==> src/rtl/ocp_pkg.sv <==
// ----------------------------------------------------------------------------
// ocp_pkg
// Shared types, constants and the CORDIC arctangent table of the orbit camera.
// ----------------------------------------------------------------------------
`default_nettype none

package ocp_pkg;

  // iteration count of the sine/cosine unit
  localparam int CORDIC_STEPS_DEF = 16;

  // widths
  localparam int ANG_W  = 18;  // angle into the CORDIC, 1/256 degree, signed
  localparam int Z_W    = 28;  // residual angle, 1/65536 degree, signed
  localparam int XY_W   = 34;  // CORDIC vector, Q1.30 with headroom
  localparam int DIR_W  = 33;  // direction component, Q1.30
  localparam int PROD_W = 66;  // shared multiplier product

  // angles in 1/256 degree
  localparam int LAT_LIMIT    = 22784;
  localparam int FULL_TURN    = 92160;
  localparam int HALF_TURN    = 46080;
  localparam int QUARTER_TURN = 23040;

  localparam logic signed [XY_W-1:0] CORDIC_GAIN = 34'sd652032874;

  // output saturation
  localparam int POS_MAX    = 16777215;
  localparam int POS_MIN    = -16777216;
  localparam int VIEW_LIMIT = 16384;

  // reset values of the registers and of the orbit state
  localparam logic [23:0] MIN_RADIUS_RST = 24'd78643;
  localparam logic [23:0] MAX_RADIUS_RST = 24'd524288;
  localparam logic [23:0] RADIUS_RST     = 24'd327680;

  typedef logic signed [ANG_W-1:0] ang_t;
  typedef logic signed [DIR_W-1:0] dir_t;

  typedef enum logic [1:0] {
    CMD_FWD    = 2'd0,
    CMD_BACK   = 2'd1,
    CMD_ORIENT = 2'd2,
    CMD_SIDE   = 2'd3
  } cmd_e;

  typedef enum logic [2:0] {
    CFG_MIN_RADIUS = 3'd0,
    CFG_MAX_RADIUS = 3'd1,
    CFG_FOCUS_X    = 3'd2,
    CFG_FOCUS_Y    = 3'd3,
    CFG_FOCUS_Z    = 3'd4
  } cfg_idx_e;

  // result of one sine/cosine pass
  typedef struct packed {
    logic done;
    dir_t cos_v;
    dir_t sin_v;
  } cordic_res_t;

  // atan(2^-i) in 1/65536 degree, rounded to nearest
  function automatic logic [21:0] atan_lut(input logic [4:0] idx);
    logic [21:0] v;
    case (idx)
      5'd0:  v = 22'd2949120;
      5'd1:  v = 22'd1740967;
      5'd2:  v = 22'd919879;
      5'd3:  v = 22'd466945;
      5'd4:  v = 22'd234379;
      5'd5:  v = 22'd117304;
      5'd6:  v = 22'd58666;
      5'd7:  v = 22'd29335;
      5'd8:  v = 22'd14668;
      5'd9:  v = 22'd7334;
      5'd10: v = 22'd3667;
      5'd11: v = 22'd1833;
      5'd12: v = 22'd917;
      5'd13: v = 22'd458;
      5'd14: v = 22'd229;
      5'd15: v = 22'd115;
      5'd16: v = 22'd57;
      5'd17: v = 22'd29;
      5'd18: v = 22'd14;
      5'd19: v = 22'd7;
      5'd20: v = 22'd4;
      5'd21: v = 22'd2;
      5'd22: v = 22'd1;
      default: v = 22'd0;
    endcase
    return v;
  endfunction

endpackage

`default_nettype wire

==> src/rtl/ocp_mul.sv <==
// ----------------------------------------------------------------------------
// ocp_mul
// Shared signed multiplier with a registered product; holds while disabled.
// ----------------------------------------------------------------------------
`default_nettype none

module ocp_mul (
  input  wire                                 clk_i,
  input  wire                                 en_i,
  input  ocp_pkg::dir_t                       a_i,
  input  ocp_pkg::dir_t                       b_i,
  output logic signed [ocp_pkg::PROD_W-1:0]   p_o
);

  always_ff @(posedge clk_i) begin
    if (en_i) begin
      p_o <= ocp_pkg::PROD_W'(a_i) * ocp_pkg::PROD_W'(b_i);
    end
  end

endmodule

`default_nettype wire

==> config.mk <==
export PLATFORM = sky130hd
export DESIGN_NAME = ocp_mul
export DESIGN_NICKNAME = d
export VERILOG_FILES = /design/src/rtl/ocp_pkg.sv /design/src/rtl/ocp_mul.sv
export SDC_FILE = /design/constraint.sdc
export NUM_CORES = 2
export LEC_CHECK = 0
export BUFFER_PORTS_ARGS = -buffer_cell sky130_fd_sc_hd__buf_2
export CORE_MARGIN = 1
export CORE_UTILIZATION = 60
export DETAILED_ROUTE_END_ITERATION = 8
export PLACE_DENSITY = 0.87
export SYNTH_ARGS = -nofsm -noshare
export SYNTH_HDL_FRONTEND = slang
export SYNTH_SLANG_ARGS = --single-unit
==> constraint.sdc <==
create_clock -name clk_i -period 8.3 [get_ports clk_i]
set_input_delay 0.83 -clock clk_i [delete_from_list [all_inputs] [get_ports clk_i]]
set_output_delay 0.83 -clock clk_i [all_outputs]
set_load 0.005 [all_outputs]
# After elaboration in Yosys (flattened, before gate mapping)
# Index checks and enable logic that the tools add are counted.
dict set report totals {
  register_bits 66
  latchBits 0
  mem_bits_rw 0
  rom_bits 0
  in_bits 68
  output_inout_bits 66
  elab_cells 2
  memories 0
}
dict set report classes {
  add_sub_neg 0
  mul 1
  n_div 0
  n_lt_le_gt_ge 0
  n_eq_ne 0
  shifts 0
  mux 0
  bitwise_logic 0
  reduce_logical 0
}
# operator count
set ops {}
lappend ops {{33-bit by 33-bit multiplier with 66-bit output} 1}

# Depth between registers and ports, before layout
dict set report depth {
  ltp_word 1
  ltp_mapped 27
  mapped_depth_nobuf 26
}

# Worst setup path before layout
# OpenSTA, ideal clock, no wires.
dict set report synth_path {
  path_type {input -> register}
  start {input a_i[32]}
  end {register p_o[62] (netlist name), data pin}
  setup_time_ps 269
  arrival_time_ps 7926
  required_ps 8031
  setup_slack_ps 105
  path_stages 23
  n_path_buf 2
  path_cell_list {clkbuf_1 -> nand2_1 -> inv_1 -> fa_1 -> fa_1 -> fa_1 -> fa_1 -> fa_1 -> fa_1 -> fa_1 -> inv_1 -> fa_1 -> inv_1 -> ha_1 -> clkbuf_1 -> and3_1 -> nand3_1 -> nand2b_1 -> a2111oi_4 -> a211oi_4 -> a21o_2 -> a211oi_2 -> a211oi_2}
}
dict set report synth_via {
  elab_chain_cells 1
}
# element line_no
set synth_lines {}
lappend synth_lines {{start, declared} ocp_mul.sv:10} ;# input ocp_pkg::dir_t a_i,
lappend synth_lines {{33-bit by 33-bit multiplier with 66-bit output} ocp_mul.sv:17} ;# p_o <= ocp_pkg::PROD_W'(a_i) * ocp_pkg::PROD_W'(b_i);
lappend synth_lines {{end signal, assigned} ocp_mul.sv:17}
lappend synth_lines {{end, declared} ocp_mul.sv:12} ;# output logic signed [ocp_pkg::PROD_W-1:0] p_o
# No other way between the ends.
# A chain may end at the register's enable or synchronous reset.

# Worst setup path in the final report
dict set report layout_path {
  start {input a_i[14]}
  end {register p_o[45] (netlist name), data pin}
}
# The elaborated chain is that of the path after synthesis.

==> flow_metrics.tcl <==
set metrics [dict create \
    outcome "finished, final reports clean" \
    final_nets 5857 \
    design.core.area_sq_um 67750 \
    tightest_slew_ns 0.9190 \
    via_per_inst 5.704 \
    final_area_sq_um 44030 \
    top_register "p_o" \
    routed_wl_microns 109600 \
    ys_ff_latch 66 \
    antenna_found_initial 9 \
    rsz0062_at_grt "false" \
    required_ns 8.52 \
    postPlaceCellArea_sq_um 43670 \
    top_regs "p_o: 66 flops" \
    netlist_instances 4338 \
    grt.overflow.total 0 \
    path_max_fanout 23 \
    synth_area_per_cell_sq_um 9.542 \
    ys_seq_area_frac 0.04788 \
    wl_met3_microns 7543 \
    slew_headroom 0.3873 \
    drtIter0Drc 2329 \
    fin_crit_sh 0.9737 \
    cts_buffers 9 \
    grt_pass1_vias 34910 \
    synth.area.top_cells "fa_1 (55%), inv_1 (10%), and2_1 (8.5%)" \
    port_buffers 133 \
    track_usage 0.3317 \
    period_needed_ns 8.082 \
    cts_root_buf "clkbuf_16" \
    die_area_sq_um 70040 \
    final.fill_count 5002 \
    die_y_microns 264.7 \
    largest_reg_flops 66 \
    num_vias 30300 \
    dp_hpwl_microns 93680 \
    crit_type "input pin to register" \
    top_level_ports 134 \
    synthToLayoutAreaGrowth_pct 6.360 \
    die_w_microns 264.7 \
    syn_area_sq_um 41390 \
    drt-met1-wl_microns 35000 \
    yosysTopAreaCell "fa_1" \
    grt_pass1_wl_microns 178400 \
    max_clock_freq_mhz 123.7 \
    post-place-ws_ns -0.1153 \
    wl_per_cell_microns 20.64 \
    async_reset_ff_frac 0 \
    yosysUniqueCellTypes 80 \
    drv_cap 0 \
    hp-class "input pin to register" \
    post_cts.repair.setup_buffers 0 \
    fin_ws_ns 0.2180 \
    syn-num-nets 5768 \
    crit_path_start_kind "input pin" \
    endpoint_kind "register" \
    wl_met2_microns 56390 \
    std_cell_rows 95 \
    ys_warn_count 0 \
    ant_nets 0 \
    grt_start_max_net_pins 64 \
    cts_tree "done" \
    yosysMostFrequentCell "fa_1" \
    critPathArrivalTime_ns 8.30 \
    drive_gt1_frac 0.07965 \
    path_clk_slew_ns 0.07 \
    clockBufferDepth 2 \
    multi_input_area_sq_um 34320 \
    place.gp.congestion 0.9351 \
    maxSlewViolCount 0 \
    synthTopCellsByCount "fa_1 (1,145), inv_1 (1,131), and2_1 (562), nand2_1 (551), ha_1 (217)" \
    routed.top_layer "met5" \
    cts_max_level 3 \
    register_area_sq_um 1982 \
    firstDrtPassIters 6 \
    setup_tns_ns 0 \
    start_util 0.6110 \
    synth_top_area_share 0.5537 \
    setup_viol 0 \
    synth_ff_type "edfxtp_1" \
    cts_sinks 66 \
    drc_errors 0 \
    finalHoldViolCount 0 \
    synth_edf_count 66 \
]
## cell usage in the layout (no fill, tap or decap), drive strengths merged, types with 33 or more instances in the layout
cell type	n
a21o	38
xnor2	43
edfxtp	66
nor2	68
a21oi	61
ha	217
buf	295
and2	563
fa	1145
o21ai	33
inv	1133
nand2	551
## timing repair
| action | in CTS | in global routing |
|---|---|---|
| resized for setup | 0 | 5 |
| hold buffers | 0 | 0 |
| endpoints found under the setup margin | 0 | 10 |
| hold endpoints to repair | 0 | 0 |
## stage by stage
step	hold slack [ns]	util	instances
floorplan	0.9425	-	4338
global placement	1.107	0.6446	5289
detailed placement	1.108	0.6446	5289
CTS	0.7251	0.6494	5305
global route	0.7283	0.6498	5311
finish	0.7407	0.6498	5311
## routing by layer
| layer | global-route usage | vias up |
|---|---|---|
| met1 | 0.3570 | 15550 |
| met5 | 0 | - |
| li1 | - | 12570 |
| met3 | 0.05360 | 593 |
| met2 | 0.5768 | 1580 |
| met4 | 0.2743 | 2 |
## cell type report
class	instances	share of cell area
antenna	6	0.0003410
clock buffer	9	0.005115
clock inverter	7	0.002302
inverter	1131	0.09642
multi-input combinational	2920	0.7795
sequential	66	0.04502
tap	873	0.02481
timing repair buffer	299	0.04649
## worst paths after layout
path | from | end | slack, ns | depth (start not counted)
worst max-delay path | a_i[14] | p_o[45]$_DFFE_PP_ | 0.22 | 24
worst min-delay path | en_i | p_o[65]$_DFFE_PP_ | 0.74 | 1
## worst max-delay path, stage by stage
cell,delay (ns)
buf_2,0.46
nand2_1,0.17
fa_1,0.49
fa_1,0.52
inv_1,0.06
fa_1,0.49
inv_1,0.06
fa_1,0.56
fa_1,0.46
fa_1,0.56
inv_1,0.05
fa_1,0.48
inv_1,0.05
fa_1,0.57
inv_1,0.08
ha_1,0.38
nand4_1,0.20
o21bai_1,0.26
buf_4,0.14
a2111oi_0,0.07
a21oi_1,0.61
a21oi_1,0.22
or3b_1,0.39
nand3_1,0.08
## cells by family (layout without fill, tap and decap cells)
kind of cell / Yosys count / after routing / synth area share
other: 0 / 6 / 0
flip-flops: 66 / 66 / 0.04788
buffers and inverters: 1352 / 1446 / 0.1231
AO/OA/AOI/OAI: 219 / 219 / 0.04002
adder cells (fa/ha/maj): 1362 / 1362 / 0.6193
AND/OR/NAND/NOR: 1271 / 1271 / 0.1553
XOR/XNOR: 68 / 68 / 0.01439
Power is not shown: default switching activity piles up to over one toggle a cycle in this logic, so the estimate is an artifact.
