File: config.mk
export PLATFORM = sky130hd
export DESIGN_NAME = ocp_cordic
export DESIGN_NICKNAME = d
export VERILOG_FILES = /design/src/rtl/ocp_pkg.sv /design/src/rtl/ocp_cordic.sv
export SDC_FILE = /design/constraint.sdc
export NUM_CORES = 1
export LEC_CHECK = 0
export ABC_AREA = 0
export ABC_CLOCK_PERIOD_IN_PS = 7100
export BUFFER_PORTS_ARGS = -buffer_cell sky130_fd_sc_hd__buf_2
export CORE_MARGIN = 10
export CORE_UTILIZATION = 40
export CTS_CLUSTER_SIZE = 40
export DETAILED_ROUTE_END_ITERATION = 12
export PLACE_DENSITY_LB_ADDON = 0.05
export SETUP_SLACK_MARGIN = 0.4
export SLEW_MARGIN = 20
export SYNTH_ARGS = -nofsm -noshare
export SYNTH_HDL_FRONTEND = slang
export SYNTH_SLANG_ARGS = --single-unit
File: constraint.sdc
create_clock -name clk_i -period 7.1 [get_ports clk_i]
set_clock_uncertainty 0.2 [all_clocks]
set_input_delay 0.355 -clock clk_i [delete_from_list [all_inputs] [get_ports clk_i]]
set_output_delay 0.355 -clock clk_i [all_outputs]
set_load 0.1 [all_outputs]
File: src/rtl/ocp_pkg.sv
// ----------------------------------------------------------------------------
// ocp_pkg
// Shared types, constants and the CORDIC arctangent table of the orbit camera.
// ----------------------------------------------------------------------------
`default_nettype none

package ocp_pkg;

  // iteration count of the sine/cosine unit
  localparam int CORDIC_STEPS_DEF = 16;

  // widths
  localparam int ANG_W  = 18;  // angle into the CORDIC, 1/256 degree, signed
  localparam int Z_W    = 28;  // residual angle, 1/65536 degree, signed
  localparam int XY_W   = 34;  // CORDIC vector, Q1.30 with headroom
  localparam int DIR_W  = 33;  // direction component, Q1.30
  localparam int PROD_W = 66;  // shared multiplier product

  // angles in 1/256 degree
  localparam int LAT_LIMIT    = 22784;
  localparam int FULL_TURN    = 92160;
  localparam int HALF_TURN    = 46080;
  localparam int QUARTER_TURN = 23040;

  localparam logic signed [XY_W-1:0] CORDIC_GAIN = 34'sd652032874;

  // output saturation
  localparam int POS_MAX    = 16777215;
  localparam int POS_MIN    = -16777216;
  localparam int VIEW_LIMIT = 16384;

  // reset values of the registers and of the orbit state
  localparam logic [23:0] MIN_RADIUS_RST = 24'd78643;
  localparam logic [23:0] MAX_RADIUS_RST = 24'd524288;
  localparam logic [23:0] RADIUS_RST     = 24'd327680;

  typedef logic signed [ANG_W-1:0] ang_t;
  typedef logic signed [DIR_W-1:0] dir_t;

  typedef enum logic [1:0] {
    CMD_FWD    = 2'd0,
    CMD_BACK   = 2'd1,
    CMD_ORIENT = 2'd2,
    CMD_SIDE   = 2'd3
  } cmd_e;

  typedef enum logic [2:0] {
    CFG_MIN_RADIUS = 3'd0,
    CFG_MAX_RADIUS = 3'd1,
    CFG_FOCUS_X    = 3'd2,
    CFG_FOCUS_Y    = 3'd3,
    CFG_FOCUS_Z    = 3'd4
  } cfg_idx_e;

  // result of one sine/cosine pass
  typedef struct packed {
    logic done;
    dir_t cos_v;
    dir_t sin_v;
  } cordic_res_t;

  // atan(2^-i) in 1/65536 degree, rounded to nearest
  function automatic logic [21:0] atan_lut(input logic [4:0] idx);
    logic [21:0] v;
    case (idx)
      5'd0:  v = 22'd2949120;
      5'd1:  v = 22'd1740967;
      5'd2:  v = 22'd919879;
      5'd3:  v = 22'd466945;
      5'd4:  v = 22'd234379;
      5'd5:  v = 22'd117304;
      5'd6:  v = 22'd58666;
      5'd7:  v = 22'd29335;
      5'd8:  v = 22'd14668;
      5'd9:  v = 22'd7334;
      5'd10: v = 22'd3667;
      5'd11: v = 22'd1833;
      5'd12: v = 22'd917;
      5'd13: v = 22'd458;
      5'd14: v = 22'd229;
      5'd15: v = 22'd115;
      5'd16: v = 22'd57;
      5'd17: v = 22'd29;
      5'd18: v = 22'd14;
      5'd19: v = 22'd7;
      5'd20: v = 22'd4;
      5'd21: v = 22'd2;
      5'd22: v = 22'd1;
      default: v = 22'd0;
    endcase
    return v;
  endfunction

endpackage

`default_nettype wire

File: src/rtl/ocp_cordic.sv
// ----------------------------------------------------------------------------
// ocp_cordic
// Iterative rotation-mode CORDIC: one micro-rotation per cycle, sine and
// cosine of an angle in 1/256 degree as Q1.30.
// ----------------------------------------------------------------------------
`default_nettype none

module ocp_cordic #(
  parameter int CORDIC_STEPS = ocp_pkg::CORDIC_STEPS_DEF
) (
  input  wire                  clk_i,
  input  wire                  rst_ni,
  input  wire                  start_i,
  input  ocp_pkg::ang_t        angle_i,
  output ocp_pkg::cordic_res_t res_o
);

  localparam int CNT_W = $clog2(CORDIC_STEPS);
  localparam logic [CNT_W-1:0] LAST = CNT_W'(CORDIC_STEPS - 1);
  localparam int ZPAD = ocp_pkg::Z_W - ocp_pkg::ANG_W - 8;

  logic                              busy_q, done_q;
  logic [CNT_W-1:0]                  cnt_q;
  logic signed [ocp_pkg::XY_W-1:0]   x_q, y_q;
  logic signed [ocp_pkg::Z_W-1:0]    z_q;
  logic                              flip_q;

  ocp_pkg::ang_t                     a_wrap, a_red;
  logic                              flip_d;
  logic signed [ocp_pkg::Z_W-1:0]    z_init, atan_v;
  logic signed [ocp_pkg::XY_W-1:0]   dx, dy;
  logic [4:0]                        idx;
  logic                              last;

  // fold the angle into -90..90 degrees, flip the result for the far half
  always_comb begin
    a_wrap = (angle_i >= ocp_pkg::ang_t'(ocp_pkg::HALF_TURN)) ?
             angle_i - ocp_pkg::ang_t'(ocp_pkg::FULL_TURN) : angle_i;
    a_red  = a_wrap;
    flip_d = 1'b0;
    if (a_wrap > ocp_pkg::ang_t'(ocp_pkg::QUARTER_TURN)) begin
      a_red  = a_wrap - ocp_pkg::ang_t'(ocp_pkg::HALF_TURN);
      flip_d = 1'b1;
    end else if (a_wrap < -ocp_pkg::ang_t'(ocp_pkg::QUARTER_TURN)) begin
      a_red  = a_wrap + ocp_pkg::ang_t'(ocp_pkg::HALF_TURN);
      flip_d = 1'b1;
    end
    z_init = {{ZPAD{a_red[ocp_pkg::ANG_W-1]}}, a_red, 8'd0};
  end

  assign idx    = 5'(cnt_q);
  assign atan_v = ocp_pkg::Z_W'({1'b0, ocp_pkg::atan_lut(idx)});
  assign dx     = y_q >>> cnt_q;
  assign dy     = x_q >>> cnt_q;
  assign last   = (cnt_q == LAST);

  always_ff @(posedge clk_i or negedge rst_ni) begin
    if (!rst_ni) begin
      busy_q <= 1'b0;
      done_q <= 1'b0;
      cnt_q  <= '0;
    end else begin
      done_q <= busy_q && last;
      if (start_i) begin
        busy_q <= 1'b1;
        cnt_q  <= '0;
      end else if (busy_q) begin
        if (last) begin
          busy_q <= 1'b0;
        end else begin
          cnt_q <= cnt_q + 1'b1;
        end
      end
    end
  end

  always_ff @(posedge clk_i) begin
    if (start_i) begin
      x_q    <= ocp_pkg::CORDIC_GAIN;
      y_q    <= '0;
      z_q    <= z_init;
      flip_q <= flip_d;
    end else if (busy_q) begin
      if (!z_q[ocp_pkg::Z_W-1]) begin
        x_q <= x_q - dx;
        y_q <= y_q + dy;
        z_q <= z_q - atan_v;
      end else begin
        x_q <= x_q + dx;
        y_q <= y_q - dy;
        z_q <= z_q + atan_v;
      end
    end
  end

  assign res_o.done  = done_q;
  assign res_o.cos_v = ocp_pkg::DIR_W'(flip_q ? -x_q : x_q);
  assign res_o.sin_v = ocp_pkg::DIR_W'(flip_q ? -y_q : y_q);

endmodule

`default_nettype wire

After elaboration in Yosys (flattened, before gate mapping)
Memory sizes are Yosys's and may differ from the RTL's.
Cells that the tools add are included.
{ "totals": {"register_bits": 103, "romBits": 704, "in_bits": 21, "out_inout_bits": 67, "elab_cells": 48, "memories": 1} }
{ "memory_table": {"columns": ["memory", "depth", "word_bits", "rd", "rd_ports_with_merged_regs", "wr", "line", "source"], "rows": [
  ["(no name shown)", 32, 22, 1, 0, 0, "ocp_pkg.sv:65", "case (idx)"]
]} }
{ "classes": {"add_sub_neg": 12, "order_cmp": 3, "eq_ne": 2, "shift": 2, "n_mux": 17, "n_reduce_logical": 3} }
{ "ops": {"columns": ["op", "count"], "rows": [
  ["2-to-1 mux 28 bit", 3],
  ["adder 34 bit", 2],
  ["2-to-1 mux 34 bit", 2],
  [">>> shifter 34 x 4 -> 34 bit", 2],
  ["subtractor 34 bit", 2],
  ["2-to-1 mux 33 bit", 2],
  ["negation 33 bit", 2],
  ["2-to-1 mux 18 bit", 3],
  ["adder 28 x 23 -> 28 bit", 1],
  ["subtractor 28 x 23 -> 28 bit", 1],
  ["adder 18 x 17 -> 18 bit (second input constant)", 1],
  [">= comparator 18 x 17 -> 1 bit (second input constant)", 1],
  ["greater-than comparator 18 x 16 -> 1 bit (second input constant)", 1],
  ["less-than comparator 18 x 16 -> 1 bit (second input constant)", 1],
  ["subtractor 18 x 17 -> 18 bit (second input constant)", 1],
  ["subtractor 18 bit (second input constant)", 1],
  ["2-to-1 mux 4 bit", 3],
  ["adder 4 x 1 -> 4 bit (second input constant)", 1],
  ["== test 4 bit (second input constant)", 1],
  ["2-to-1 mux 1 bit", 4],
  ["inequality test 2 bit (second input constant)", 1],
  ["AND reduction 2 bit", 1],
  ["nonzero test 2 bit", 1],
  ["logical AND 1 bit", 1]
]} }

Logic depth before layout (Yosys ltp)
{ "depth": {"depth_word": 6, "mapped_depth": 33} }

Least setup slack after synthesis
OpenSTA, ideal clock, no wires.
{ "synth_path": {"path_type": "register -> register", "startpoint": "register cnt_q[3]", "endpoint": "register x_q[22] (netlist name)", "setup_time_ns": 0.136, "arrival_ns": 6.506, "required_time_ns": 6.764, "path_slack_ns": 0.258, "path_stages_with_launch": 26, "synth_period_minus_slack_ns": 6.842, "cell_sequence": "dfrtp_1 -> buf_2 -> inv_2 -> buf_1 -> buf_2 -> buf_2 -> buf_2 -> buf_1 -> buf_2 -> buf_1 -> mux4_2 -> ha_1 -> nand2_1 -> o21ai_0 -> fa_1 -> a21o_1 -> a21oi_1 -> o21bai_1 -> a2111o_1 -> a2111oi_0 -> o31ai_1 -> a22o_1 -> a41o_1 -> a311oi_1 -> xor2_1 -> a2bb2oi_1"} }
{ "synth_via": {"elab_chain_len": 3, "elab_cells_between_ends": 4, "cone_classes": "2 x add/sub; 1 x shift; 1 x mux"} }
{ "synth_rtl": {"columns": ["item", "line", "source"], "rows": [
  ["from (decl)", "ocp_cordic.sv:23", "logic [CNT_W-1:0] cnt_q;"],
  ["from (signal assigned)", "ocp_cordic.sv:71", "cnt_q <= cnt_q + 1'b1;"],
  [">>> shifter 34 x 4 -> 34 bit *", "ocp_cordic.sv:53", "assign dx = y_q >>> cnt_q;"],
  ["subtractor 34 bit / adder 34 bit (equally long branches)", "ocp_cordic.sv:85, ocp_cordic.sv:89", null],
  ["2-to-1 mux 34 bit *", "ocp_cordic.sv:84", "if (!z_q[ocp_pkg::Z_W-1]) begin"],
  ["to (signal assigned)", "ocp_cordic.sv:79", "x_q <= ocp_pkg::CORDIC_GAIN;"],
  ["to (signal assigned)", "ocp_cordic.sv:85", "x_q <= x_q - dx;"],
  ["to (signal assigned)", "ocp_cordic.sv:89", "x_q <= x_q + dx;"],
  ["to (decl)", "ocp_cordic.sv:24", "logic signed [ocp_pkg::XY_W-1:0] x_q, y_q;"]
]} }
Mark *: on every way between the ends. The rest lies on a longest branch, timed or not.
A chain may end at the register's enable or synchronous reset.

Final worst setup path
{ "layout_path": {"startpoint": "register cnt_q[0]", "endpoint": "register y_q[32] (netlist name)"} }
{ "layout_via": {"elab_chain_len": 3, "elab_cells_between_ends": 4, "cone_classes": "2 x add/sub; 1 x shift; 1 x mux"} }
{ "layout_rtl": {"columns": ["item", "line", "source"], "rows": [
  [">>> shifter 34 x 4 -> 34 bit *", "ocp_cordic.sv:54", "assign dy = x_q >>> cnt_q;"],
  ["adder 34 bit / subtractor 34 bit (equally long branches)", "ocp_cordic.sv:86, ocp_cordic.sv:90", null],
  ["2-to-1 mux 34 bit *", "ocp_cordic.sv:84", null],
  ["to (signal assigned)", "ocp_cordic.sv:86", "y_q <= y_q + dy;"],
  ["to (signal assigned)", "ocp_cordic.sv:90", "y_q <= y_q - dy;"],
  ["to (decl)", "ocp_cordic.sv:24", null]
]} }
Marks and branches as above.

==> results list <==
- Headroom to the max-slew limit came out at 29.3%.
- Slew at the pin closest to its max-slew limit: 1.06 ns
* Cells along the critical path: buf_4 -> mux4_1 -> mux4_1 -> or4_4 -> or3b_4 -> nor4_4 -> inv_1 -> nor2_1 -> nor2_1 -> xor2_1 -> ha_1 -> nand3_1 -> nor2b_1 -> nand2_1 -> o311ai_0 -> a2111oi_0 -> o31ai_1 -> xnor2_1 -> o21ai_0
* Routed wire length per instance: 21.0 um
* Post-layout net count: 2,129
- Total routing resource utilization after global routing: 21.7%
* # diodes: 0
* Total negative slack: 0 ns
- Share of synthesized area occupied by flip-flops and latches: 14.6%
- Across the run, the number of max-cap violations was 0.
* Number of CTS-inserted buffers: 9
- The run finished with clean final reports.
- The tree is rooted in a sky130_fd_sc_hd__clkbuf_16.
* Iter 0 DRT Violations: 1,060
- When the netlist entered floorplanning its net count stood at 2,117.
- Max clock buf depth: 2
- Smallest hold slack: 0.0626 ns
* Full die area: 47,800 um2
* Number of endpoints with negative hold slack in the final report: 0
- Die Ht: 219 um
- Synth top area share: 9.64%
- Cell types occupying the most area after synthesis: sky130_fd_sc_hd__dfxtp_1 (9.6%), sky130_fd_sc_hd__ha_1 (9.3%), sky130_fd_sc_hd__xnor2_1 (9.0%)
- Type of the setup path with the least slack: reg2reg
- Initial Utilization: 40.6%
- STA classifies the critical path startpoint as a register.
* Delay of the slowest cell on the worst path: 0.65 ns
* # fillers: 4,033
- Count of state elements after synthesis: 103
- Number of global-route vias before repair: 14,400
* Pin count of the biggest net entering global routing: 68
* Number of flops mapped to enable cells by yosys: 21
- Layout Area Growth over Synthesis: 8.05%
- Most used flip-flop cell after synthesis: sky130_fd_sc_hd__dfxtp_1
- Required time at the endpoint of the critical path: 7.15 ns
- The first detailed-routing pass took 5 iterations.
- For this design, the sink count on the clock tree is 103.
- The final route contains 15,000 vias.
* Total global routing overflow: 0
* First-pass GRT wire length: 82.7 mm
- Antenna violations before repair: 0
- Async set or reset register ratio after synthesis: 5.83%
- Setup repair after global routing missed its margin: yes
* Wirelength, routed: 52.8 mm
- STA puts the critical path data arrival time at 6.42 ns.
- The netlist uses 80 different library cells.
- Final worst path period need: 6.37 ns
- I/O pins: 88
* Post-route DRC: 0
- Share of the cycle needed by the critical path after routing: 89.8%
- Of all nets on the critical path, the largest fanout is 16.
- During synthesis, Yosys emitted a total of 0 warnings.
- Share of post-route cells with drive strength above 1: 13.1%
- Capturing element type of the critical path: register
* Clock-pin transition on the worst setup and hold timing paths: 0.08 ns
* Detailed Place HPWL: 40.7 mm
- Avg Inst Size Synth: 7.99 um2
* CTS tree: built
- The clock reaches the later pin of the worst-skew pair after 0.39 ns.
* Final number of max-transition violations: 0
- Rows: 72
* Vias/cell: 5.97
- The die is 219 um wide.
- Count of buffers from port buffering: 87
- sky130_fd_sc_hd__dfxtp_1 takes more of the synthesized area than any other cell.
- Remaining antenna violation count: 0
- The synthesized netlist occupies a cell area of 15,800 um2.
* HP Class: in2reg
- Maximum level of the CTS H-tree: 3
* Final core occ: 43.9%
- Synth Instances: 1,976
- Weighted congestion at the end of routability-driven global placement: 0.912
* Maximum operating frequency: 157 MHz
* Crit path max-delay cell type: sky130_fd_sc_hd__mux4_1
- Area of the core: 38,800 um2
- Final setup violation count: 0
## metal layers
metal | vias up | track usage, % | wire length [um]
li1 | 7315 | - | -
met1 | 7253 | 27.0 | 23100
met2 | 370 | 37.9 | 26000
met3 | 60 | 3.14 | 2360
met4 | 0 | 6.23 | 1340
met5 | - | 0 | 0
## metrics by stage
step,instance area [um2],instances,setup slack (ns)
after floorplan,15800,1976,0.433
after global placement,16600,2490,0.747
after detailed placement,16600,2490,0.651
after CTS,17000,2507,0.608
after global routing,17100,2511,0.378
final,17100,2511,0.726
## final cells by class
| type | instances | area [um2] | share of cell area, % |
|---|---|---|---|
| Clock buffer | 9 | 225 | 1.32 |
| Clock inverter | 7 | 96.3 | 0.565 |
| Inverter | 63 | 236 | 1.39 |
| Multi-Input combinational cell | 1673 | 12700 | 74.4 |
| Sequential cell | 103 | 2310 | 13.6 |
| Tap cell | 518 | 648 | 3.80 |
| Timing Repair Buffer | 138 | 853 | 5.00 |
## synthesized netlist by cell type, types with 25 or more instances
cell / number
sky130_fd_sc_hd__nor2b_1: 27
sky130_fd_sc_hd__mux4_1: 25
sky130_fd_sc_hd__dfxtp_1: 76
sky130_fd_sc_hd__a31oi_1: 30
sky130_fd_sc_hd__mux2i_1: 65
sky130_fd_sc_hd__a21o_1: 51
sky130_fd_sc_hd__inv_1: 59
sky130_fd_sc_hd__nand3_1: 29
sky130_fd_sc_hd__nor2_1: 177
sky130_fd_sc_hd__a21oi_1: 167
sky130_fd_sc_hd__xor2_1: 71
sky130_fd_sc_hd__mux2_2: 33
sky130_fd_sc_hd__mux4_2: 46
sky130_fd_sc_hd__ha_1: 117
sky130_fd_sc_hd__nand2_1: 171
sky130_fd_sc_hd__o21ai_0: 133
sky130_fd_sc_hd__o31ai_1: 33
sky130_fd_sc_hd__buf_1: 37
sky130_fd_sc_hd__clkbuf_1: 79
sky130_fd_sc_hd__xnor2_1: 162
sky130_fd_sc_hd__nor3_1: 29
## path summary, 6_finish.rpt
check / from / end / slack (ns) / depth (start not counted)
worst min register to register: z_q[2] / z_q[2] / 0.31 / 2
min in group asynchronous: rst_ni / done_q / 0.13 / 2
worst min-delay path: angle_i[1] / z_q[9] / 0.06 / 3
worst max register to register: cnt_q[0] / y_q[32] / 0.73 / 19
max in group asynchronous: rst_ni / cnt_q[1] / 6.37 / 2
worst max-delay path: cnt_q[0] / y_q[32] / 0.73 / 19
## layout by cell type (no fill, tap or decap), types with 46 or more instances in the layout
master / n
sky130_fd_sc_hd__nor2_1: 177
sky130_fd_sc_hd__nand2_1: 171
sky130_fd_sc_hd__a21oi_1: 167
sky130_fd_sc_hd__xnor2_1: 162
sky130_fd_sc_hd__o21ai_0: 133
sky130_fd_sc_hd__ha_1: 117
sky130_fd_sc_hd__buf_2: 87
sky130_fd_sc_hd__dfxtp_1: 76
sky130_fd_sc_hd__xor2_1: 71
sky130_fd_sc_hd__mux2i_1: 65
sky130_fd_sc_hd__inv_1: 58
sky130_fd_sc_hd__a21o_1: 51
sky130_fd_sc_hd__buf_4: 48
sky130_fd_sc_hd__mux4_2: 46
## sequential cells by signal (all words and copies together), names as in the netlist
name	flops
busy_q	1
cnt_q	4
done_q	1
flip_q	1
x_q	34
y_q	34
z_q	28
## cells by family after synthesis
group	after synthesis	share of synthesized area, %
compound gates	587	23.7
simple gates	564	16.8
xor+xnor	233	12.9
buf+inv	200	5.12
mux	169	17.2
fa+ha+maj	120	9.66
flops	103	14.6
## critical path, delay by kind of cell (launching register included)
| family | cells | cell delay (ns) |
|---|---|---|
| multiplexers | 2 | 1.29 |
| XOR/XNOR | 2 | 0.30 |
| buffers and inverters | 2 | 0.39 |
| flip-flops | 1 | 0.64 |
| AO/OA/AOI/OAI | 4 | 1.05 |
| adder cells (fa/ha/maj) | 1 | 0.36 |
| AND/OR/NAND/NOR | 8 | 2.01 |
## what timing repair did
action,in CTS,in global routing
setup buffers,0,4
resized for setup,0,2
hold buffers,1,0
setup endpoints to repair,0,8
hold endpoints to repair,6,0
Power is not shown: default switching activity piles up to over one toggle a cycle in this logic, so the estimate is an artifact.
